<file path="src/sv/hpa_pkg.sv">
// ============================================================================
// hpa_pkg
// Shared constants, codes and control structures of the handle pool allocator.
// ============================================================================
package hpa_pkg;

  // Pool geometry. Handles travel in HANDLE_W bits and the pool holds one
  // handle for each code of that width.
  localparam int POOL_SIZE = 256;
  localparam int HANDLE_W  = 8;
  localparam int PTR_W     = $clog2(POOL_SIZE);
  localparam int CNT_W     = PTR_W + 1;

  // Request opcodes.
  localparam logic [1:0] OP_ALLOC     = 2'd0;
  localparam logic [1:0] OP_TRY_ALLOC = 2'd1;
  localparam logic [1:0] OP_FREE      = 2'd2;

  // Result status codes.
  localparam logic [1:0] ST_OK        = 2'd0;
  localparam logic [1:0] ST_NO_FREED  = 2'd1;
  localparam logic [1:0] ST_NOT_ALLOC = 2'd2;
  localparam logic [1:0] ST_EXHAUSTED = 2'd3;

  // Commands to the free list.
  typedef struct packed {
    logic                push;
    logic                pop;
    logic [PTR_W-1:0]    wdata;
  } fifo_ctl_t;

  // Status of the free list.
  typedef struct packed {
    logic                empty;
    logic [PTR_W-1:0]    head_data;
  } fifo_stat_t;

  // One write into the allocated bitmap.
  typedef struct packed {
    logic                wr;
    logic                val;
    logic [PTR_W-1:0]    idx;
  } map_ctl_t;

endpackage

</file>
<file path="src/sv/hpa_if.sv">
// ============================================================================
// hpa_req_if / hpa_rsp_if
// Valid/ready channels that carry requests into and results out of the pool.
// ============================================================================
interface hpa_req_if;
  logic       valid;
  logic       ready;
  logic [1:0] opcode;
  logic [7:0] handle_in;

  modport source (output valid, output opcode, output handle_in, input ready);
  modport sink   (input valid, input opcode, input handle_in, output ready);
endinterface

interface hpa_rsp_if;
  logic       valid;
  logic       ready;
  logic [7:0] handle_out;
  logic [1:0] status;

  modport source (output valid, output handle_out, output status, input ready);
  modport sink   (input valid, input handle_out, input status, output ready);
endinterface

</file>
<file path="src/sv/hpa_free_fifo.sv">
// ============================================================================
// hpa_free_fifo
// Circular free list of returned handles with a registered head word.
// ============================================================================
module hpa_free_fifo (
  input  logic               clk,
  input  logic               rst,
  input  hpa_pkg::fifo_ctl_t ctl,
  output hpa_pkg::fifo_stat_t stat
);
  import hpa_pkg::*;

  logic [PTR_W-1:0] mem [POOL_SIZE];
  logic [PTR_W-1:0] head;
  logic [PTR_W-1:0] head_next;
  logic [PTR_W-1:0] tail;
  logic [CNT_W-1:0] count;
  logic [CNT_W-1:0] count_next;
  logic [PTR_W-1:0] head_data;
  logic             do_push;
  logic             do_pop;

  // A push into a full list is dropped; a pop of an empty list is ignored.
  assign do_push    = ctl.push && (count < CNT_W'(POOL_SIZE));
  assign do_pop     = ctl.pop && (count != '0);
  assign head_next  = head + PTR_W'(do_pop);
  assign count_next = count + CNT_W'(do_push) - CNT_W'(do_pop);

  always_ff @(posedge clk) begin
    if (rst) begin
      head  <= '0;
      tail  <= '0;
      count <= '0;
    end else begin
      head  <= head_next;
      count <= count_next;
      if (do_push) begin
        tail <= tail + PTR_W'(1);
      end
    end
  end

  // The read port always looks at the next head, so the oldest entry is
  // ready in a register; a write to that same slot is forwarded.
  always_ff @(posedge clk) begin
    if (do_push) begin
      mem[tail] <= ctl.wdata;
    end
    if (do_push && (tail == head_next)) begin
      head_data <= ctl.wdata;
    end else begin
      head_data <= mem[head_next];
    end
  end

  assign stat.empty     = (count == '0);
  assign stat.head_data = head_data;

endmodule

</file>
<file path="src/sv/hpa_alloc_map.sv">
// ============================================================================
// hpa_alloc_map
// One bit per handle that marks it as handed out; cleared by a pass after reset.
// ============================================================================
module hpa_alloc_map (
  input  logic                        clk,
  input  logic                        rst,
  input  hpa_pkg::map_ctl_t           ctl,
  input  logic                        rd_en,
  input  logic [hpa_pkg::PTR_W-1:0]   rd_idx,
  output logic                        rd_bit,
  output logic                        busy
);
  import hpa_pkg::*;

  logic             mem [POOL_SIZE];
  logic             clearing;
  logic [PTR_W-1:0] clr_idx;

  // After reset every entry is written to zero, one entry per cycle.
  always_ff @(posedge clk) begin
    if (rst) begin
      clearing <= 1'b1;
      clr_idx  <= '0;
    end else if (clearing) begin
      clr_idx <= clr_idx + PTR_W'(1);
      if (clr_idx == PTR_W'(POOL_SIZE - 1)) begin
        clearing <= 1'b0;
      end
    end
  end

  // Read data is registered; a write to the slot being read in the same
  // cycle is forwarded so the reader sees the updated bit.
  always_ff @(posedge clk) begin
    if (clearing) begin
      mem[clr_idx] <= 1'b0;
    end else if (ctl.wr) begin
      mem[ctl.idx] <= ctl.val;
    end
    if (rd_en) begin
      if (ctl.wr && (ctl.idx == rd_idx)) begin
        rd_bit <= ctl.val;
      end else begin
        rd_bit <= mem[rd_idx];
      end
    end
  end

  assign busy = clearing;

endmodule

</file>
<file path="src/sv/handle_pool_allocator_core.sv">
// ============================================================================
// handle_pool_allocator_core
// Handle pool with a FIFO free list, a fresh-handle counter and an allocated
// bitmap. Each request yields exactly one result word.
// ============================================================================
// A request's result is loaded into the output register once that is free.
// Throughput: one request per cycle while results are taken; the bitmap takes
// a read and at most one write per request, the free list at most one push or
// pop, and both deliver their read data from registers.
// Reset (rst, synchronous): empties both registers, the free list and the fresh
// counter, then clears the bitmap while requests are held off.
module handle_pool_allocator_core (
  input  logic      clk,
  input  logic      rst,
  hpa_req_if.sink   req,
  hpa_rsp_if.source rsp
);
  import hpa_pkg::*;

  // Input register: holds the request being decoded.
  logic                in_v;
  logic [1:0]          in_op;
  logic [HANDLE_W-1:0] in_h;

  // Output register: holds the result until the consumer takes it.
  logic                out_v;
  logic [HANDLE_W-1:0] out_h;
  logic [1:0]          out_st;

  // Counter of handles never handed out yet.
  logic [CNT_W-1:0]    fresh_cnt;
  logic [CNT_W-1:0]    fresh_cnt_next;

  logic                adv;
  logic                map_bit;
  logic                map_busy;
  fifo_ctl_t           fifo_ctl;
  fifo_stat_t          fifo_stat;
  map_ctl_t            map_ctl;
  logic [HANDLE_W-1:0] res_h;
  logic [1:0]          res_st;

  // The decoded request moves into the output register when that register is
  // empty or is being emptied in the same cycle. All state changes are tied
  // to this move, so each request acts on the pool exactly once. No request
  // is taken while the bitmap is still being cleared after reset.
  assign adv       = in_v && (!out_v || rsp.ready);
  assign req.ready = !map_busy && (!in_v || adv);

  always_ff @(posedge clk) begin
    if (rst) begin
      in_v <= 1'b0;
    end else if (req.ready) begin
      in_v <= req.valid;
    end
  end

  always_ff @(posedge clk) begin
    if (req.valid && req.ready) begin
      in_op <= req.opcode;
      in_h  <= req.handle_in;
    end
  end

  hpa_free_fifo u_fifo (
    .clk  (clk),
    .rst  (rst),
    .ctl  (fifo_ctl),
    .stat (fifo_stat)
  );

  // Handles are HANDLE_W bits wide and the pool covers every code, so a
  // handle beyond the pool cannot arrive; the bitmap lookup is the whole check.
  // The lookup is made as the request is accepted, so its bit sits in a
  // register beside the input register.
  hpa_alloc_map u_map (
    .clk    (clk),
    .rst    (rst),
    .ctl    (map_ctl),
    .rd_en  (req.valid && req.ready),
    .rd_idx (req.handle_in),
    .rd_bit (map_bit),
    .busy   (map_busy)
  );

  // Request decode. Allocation prefers the oldest freed handle, then a fresh
  // one; a free is accepted only for a handle that is currently out.
  always_comb begin
    fifo_ctl       = '0;
    map_ctl        = '0;
    fresh_cnt_next = fresh_cnt;
    res_h          = '0;
    res_st         = ST_OK;
    case (in_op)
      OP_ALLOC, OP_TRY_ALLOC: begin
        if (!fifo_stat.empty) begin
          fifo_ctl.pop = adv;
          map_ctl.wr   = adv;
          map_ctl.val  = 1'b1;
          map_ctl.idx  = fifo_stat.head_data;
          res_h        = fifo_stat.head_data;
        end else if (in_op == OP_TRY_ALLOC) begin
          res_st = ST_NO_FREED;
        end else if (fresh_cnt < CNT_W'(POOL_SIZE)) begin
          map_ctl.wr  = adv;
          map_ctl.val = 1'b1;
          map_ctl.idx = fresh_cnt[PTR_W-1:0];
          res_h       = fresh_cnt[HANDLE_W-1:0];
          if (adv) begin
            fresh_cnt_next = fresh_cnt + CNT_W'(1);
          end
        end else begin
          res_st = ST_EXHAUSTED;
        end
      end
      OP_FREE: begin
        if (!map_bit) begin
          res_st = ST_NOT_ALLOC;
        end else begin
          map_ctl.wr     = adv;
          map_ctl.val    = 1'b0;
          map_ctl.idx    = in_h;
          fifo_ctl.push  = adv;
          fifo_ctl.wdata = in_h;
        end
      end
      default: begin
        // The unused opcode leaves the pool alone and answers a plain OK.
      end
    endcase
  end

  always_ff @(posedge clk) begin
    if (rst) begin
      fresh_cnt <= '0;
      out_v     <= 1'b0;
    end else begin
      fresh_cnt <= fresh_cnt_next;
      if (adv) begin
        out_v <= 1'b1;
      end else if (rsp.ready) begin
        out_v <= 1'b0;
      end
    end
  end

  always_ff @(posedge clk) begin
    if (adv) begin
      out_h  <= res_h;
      out_st <= res_st;
    end
  end

  assign rsp.valid      = out_v;
  assign rsp.handle_out = out_h;
  assign rsp.status     = out_st;

endmodule

</file>
<file path="src/flat_wrapper.sv">
// flat-port wrapper written by rule: the top's interface ports become plain ports
module handle_pool_allocator_core_flat import hpa_pkg::*;
  (clk, rst, req_valid, req_opcode, req_handle_in, req_ready, rsp_valid, rsp_handle_out, rsp_status, rsp_ready);
  hpa_req_if req_i ();
  hpa_rsp_if rsp_i ();
  input  logic clk;
  input  logic rst;
  input wire logic [$bits(req_i.valid)-1:0] req_valid;
  input wire logic [$bits(req_i.opcode)-1:0] req_opcode;
  input wire logic [$bits(req_i.handle_in)-1:0] req_handle_in;
  output wire logic [$bits(req_i.ready)-1:0] req_ready;
  output wire logic [$bits(rsp_i.valid)-1:0] rsp_valid;
  output wire logic [$bits(rsp_i.handle_out)-1:0] rsp_handle_out;
  output wire logic [$bits(rsp_i.status)-1:0] rsp_status;
  input wire logic [$bits(rsp_i.ready)-1:0] rsp_ready;
  assign req_i.valid = req_valid;
  assign req_i.opcode = req_opcode;
  assign req_i.handle_in = req_handle_in;
  assign req_ready = req_i.ready;
  assign rsp_valid = rsp_i.valid;
  assign rsp_handle_out = rsp_i.handle_out;
  assign rsp_status = rsp_i.status;
  assign rsp_i.ready = rsp_ready;
  handle_pool_allocator_core u_core (.clk(clk), .rst(rst), .req(req_i), .rsp(rsp_i));
endmodule
</file>
<file path="config.mk">
export PLATFORM = sky130hd
export DESIGN_NAME = handle_pool_allocator_core_flat
export DESIGN_NICKNAME = d
export VERILOG_FILES = /design/src/sv/hpa_pkg.sv /design/src/sv/hpa_if.sv /design/src/sv/hpa_free_fifo.sv /design/src/sv/hpa_alloc_map.sv /design/src/sv/handle_pool_allocator_core.sv /design/src/flat_wrapper.sv
export SDC_FILE = /design/constraint.sdc
export NUM_CORES = 2
export LEC_CHECK = 0
export BUFFER_PORTS_ARGS = -buffer_cell sky130_fd_sc_hd__buf_4
export CAP_MARGIN = 30
export CELL_PAD_IN_SITES_DETAIL_PLACEMENT = 0
export CELL_PAD_IN_SITES_GLOBAL_PLACEMENT = 1
export CORE_MARGIN = 2
export CORE_UTILIZATION = 45
export CTS_BUF_LIST = sky130_fd_sc_hd__clkbuf_8
export DETAILED_ROUTE_END_ITERATION = 8
export GPL_TIMING_DRIVEN = 0
export PLACE_DENSITY_LB_ADDON = 0.15
export RECOVER_POWER = 100
export SLEW_MARGIN = 20
export SYNTH_ARGS = -nofsm -noshare
export SYNTH_HDL_FRONTEND = slang
export SYNTH_SLANG_ARGS = --single-unit
</file>
<file path="constraint.sdc">
create_clock -name clk -period 8.5 [get_ports clk]
set_input_delay 0.425 -clock clk [delete_from_list [all_inputs] [get_ports clk]]
set_output_delay 0.425 -clock clk [all_outputs]
set_load 0.01 [all_outputs]
</file>
==> results by group <==
Timing
  – Fin. Hold Viols: 0
  – Smallest setup slack after layout: 0.09101 ns
  – Period minus WS final: 8.409 ns
  – Worst Max-Slew Pin Slew: 3.640 ns
  – Fmax: between 0.1 and 0.15 GHz
  – Clk_skew: between 0.08 and 0.09 ns
  – Period utilization: 0.9893
  – Slew Viols, Final: 1,859
  – Slew headroom: -1.426
  – Setup repair after global routing missed its margin: false
  – Final setup fails: 0

Synthesis
  – Top-count cell post-synth: edfxtp_1
  – Largest family of logic cells by synthesized area: multiplexers
  – Library cells used by synthesis: 106
  – Synth Instances: 4,994
  – XOR/XNOR Fraction of Synth Area: 0.002741
  – Primary FF master, synth: edfxtp_1
  – Post-synth EDFFs: 2,325
  – Adder-Cell Fraction of Synth Area: 0.002819
  – Compound-Gate Fraction of Synth Area: 0.02965
  – Mapped cell area: 0.09587 mm^2
  – Yosys top cell by area: edfxtp_1
  – Mux cell area share after synthesis: 0.1514
  – Synthesis warning total: 0
  – Post-synth ARST share: 0
  – Synth Register Bits: roughly 2.4k
  – Sequential fraction of the synthesis area: 0.7393
  – Main area contributors after synthesis: edfxtp_1 73%, mux4_2 12%, mux2i_1 2.5%
  – Syn_nets: slightly above 5k
  – Commonest cells in the netlist: 2,325 x edfxtp_1, 601 x nor2_1, 496 x mux4_2
  – Syn_area_per_cell: 19.20 um^2
  – Share of the synthesized area in the top cell type: 0.7282
  – Synth Area in Simple Gates: 0.04942

Place
  – Final GP Congestion: around 0.98
  – IO Port Bufs: 24
  – Area post-placement: 0.1017 mm^2
  – Post-Place Setup Slack: 1.058 ns
  – Post-DP HPWL: between 200,000 and 300,000 um

Worst setup path
  – CP max stage delay: 1.21 ns
  – Setup crit start kind: flop
  – CP endpoint kind: flop
  – Crit-path cells: buf_6 > buf_12 > buf_12 > inv_2 > buf_2 > buf_2 > buf_2 > mux2i_1 > a22oi_1 > nand4_1 > o21ai_0 > o211ai_1 > a21oi_2 > and2b_1 > nand2_1 > buf_4 > nor2_1
  – Critical path class: flop to flop
  – Crit-path slowest cell: o21ai_0
  – CP arrival: 9.23 ns
  – Worst-path fanout max: 12
  – Worst Path Required: 9.32 ns
  – CP most frequent cell: buf_2

Finish
  – Layout cells sized above 1: 0.2223
  – P&R area growth vs syn: 12.59%
  – Fin nets: 5,639
  – Cell area after layout: 0.1079 mm^2
  – # fillers: between 15k and 20k

Routing
  – Routed vias/inst: 6.479
  – Initial DRC Count: 9,093
  – Post-DR wirelength/cell: 42.48 um
  – Vias: ~57k
  – Post-route ant nets: 0
  – First-pass DRT Iterations: 7
  – DRC: 0
  – Routed wire length: 371,400 um

Pwr
  – NetSw: 4.803 mW
  – Sw frac: 0.2160
  – Clk network pwr share: 0.424
  – Comb pwr share: 0.006
  – Internal power: approximately 17 mW
  – P per Cell Area: 206.0 mW/mm^2
  – Peak supply drop: 0.0001781 V
  – Leak Pwr: approximately 34 nW
  – Sequential share of power: 0.570

CTS
  – CTS Buffer Depth: 4
  – TritonCTS buffer count: slightly above 400
  – # resized after CTS: 0
  – Clk root buf: clkbuf_8
  – CTS Sinks: approximately 2.4k
  – Setup Fix Bufs, Post-CTS: 0
  – Clock Latency Late Sink: 1.10 ns
  – CTS H-Tree Depth: 5
  – CTS tree: done
  – Clock transition at path regs: 0.06 ns

Die
  – Die width: between 400 and 500 um
  – Core Region: between 0.2 and 0.25 mm^2
  – # rows: 169
  – Die area: approximately 0.22 mm^2
  – I/O Pins: 26
  – Initial core utilization: 0.4525
  – Die H: 465.6 um

Status
  – Status: complete, but fails checks
  – Failing checks: capacitance limit, slew limit

Global routing
  – GRT Overall Usage: 0.3396
  – GRT Residual Overflow: 0
  – Vias in the first global route: 53.78k
  – Initial antenna violation count: 32
  – First-pass GRT wire length: 485,900 um
  – Pin count of the biggest net entering global routing: between 70 and 80

Min path
  – Min-delay worst type: input pin to flop

Job
  – Max-Cap Viols: 40
## flip-flops by register name, indices dropped and copies added (netlist names), 2 cells and up, named ones only
signal                 cells
u_core.u_fifo.tail         8
u_core.in_op               2
u_core.rsp.handle_out      8
u_core.u_fifo.head         8
u_core.u_map.mem         256
u_core.rsp.status          2
u_core.fresh_cnt           9
u_core.u_map.clr_idx       8
u_core.u_fifo.count        9
u_core.in_h                8
u_core.u_fifo.mem       2048
## power by group through the flow
stage	clock network, mW	registers [mW]	logic, mW
after global placement	0	12.9	0.140
after CTS	9.44	12.7	0.148
after floorplan	0	12.9	0.0837
after global routing	9.93	12.7	0.149
final	9.42	12.7	0.141
after detailed placement	0	12.9	0.143
## area by class of cell
type | instances | area (um^2) | area share
flip-flops and latches | 2378 | 70880 | 0.6566
multi-input cells | 2288 | 22660 | 0.2099
clock buffers | 422 | 5808 | 0.05381
well taps | 2821 | 3530 | 0.03270
plain buffers | 301 | 2280 | 0.02112
repair buffers | 204 | 1360 | 0.01260
clock inverters | 281 | 1270 | 0.01177
inverters | 27 | 101.3 | 0.0009389
diodes | 22 | 55.05 | 0.0005100
## worst max-delay path, delay by kind of cell (launching register included)
family          cells  cell delay [ns]
flops               1             0.66
simple gates        4             0.93
buf+inv             8             3.85
mux                 1             0.17
compound gates      4             2.42
## per-layer routing
metal | track usage | part of all wire
met4 | 0.2063 | 0.070
met1 | 0.4379 | 0.36
met5 | 0 | 0.00030
met3 | 0.1054 | 0.12
met2 | 0.5059 | 0.45
## cell usage in the layout (no fill, tap or decap), types with 22 or more instances in the layout
master	Yosys	final
a211oi_1	23	23
a21oi_1	78	78
a22oi_1	81	81
buf_12	31	36
buf_2	62	73
buf_4	38	46
buf_6	38	50
clkbuf_1	104	220
clkbuf_2	0	25
clkbuf_8	1	422
clkinv_1	0	100
clkinv_2	0	51
dfxtp_1	53	53
diode_2	0	22
edfxtp_1	2325	2325
inv_1	25	146
mux2i_1	242	242
mux4_1	29	29
mux4_2	496	496
nand2_1	167	174
nand2b_1	24	24
nand3_1	65	65
nand4_1	22	22
nor2_1	601	597
nor2b_1	45	41
nor3_1	23	23
o21ai_0	43	42
o22ai_1	22	22
## worst paths after layout
kind                                             from                   end  slack, ns  depth (start not counted)
worst max register to register                   flop  u_core.u_map.mem[11]       0.09                         17
worst min register to register  u_core.u_fifo.head[7]                  flop       0.45                          1
worst min-delay path                        rsp_ready      u_core.rsp.valid       0.18                          5
worst max-delay path                             flop  u_core.u_map.mem[11]       0.09                         17
## through the flow
stage / hold slack, ns / std cells / utilization / total power [mW] / TNS, ns
after floorplan: 0.4197 / 4994 / - / 13.00 / 0
final: 0.1792 / 8744 / 0.5095 / 22.24 / 0
after detailed placement: 0.4477 / 7959 / 0.4800 / 13.06 / 0
after global routing: 0.1604 / 8730 / 0.5093 / 22.75 / 0
after global placement: 0.4293 / 7839 / 0.4700 / 13.06 / -2856.73
after CTS: 0.04232 / 8680 / 0.5143 / 22.26 / 0
## repair_timing
item / CTS / global route
endpoints found under the hold margin: 29 / 0
hold buffers: 18 / 0
setup endpoints to repair: 0 / 0
## logic make-up after synthesis
logic type / count (synthesis)
compound gates: 396
mux: 781
xor+xnor: 30
fa+ha+maj: 21
buf+inv: 328
flops: 2378
simple gates: 1060
(Power assumes the default switching activity.)
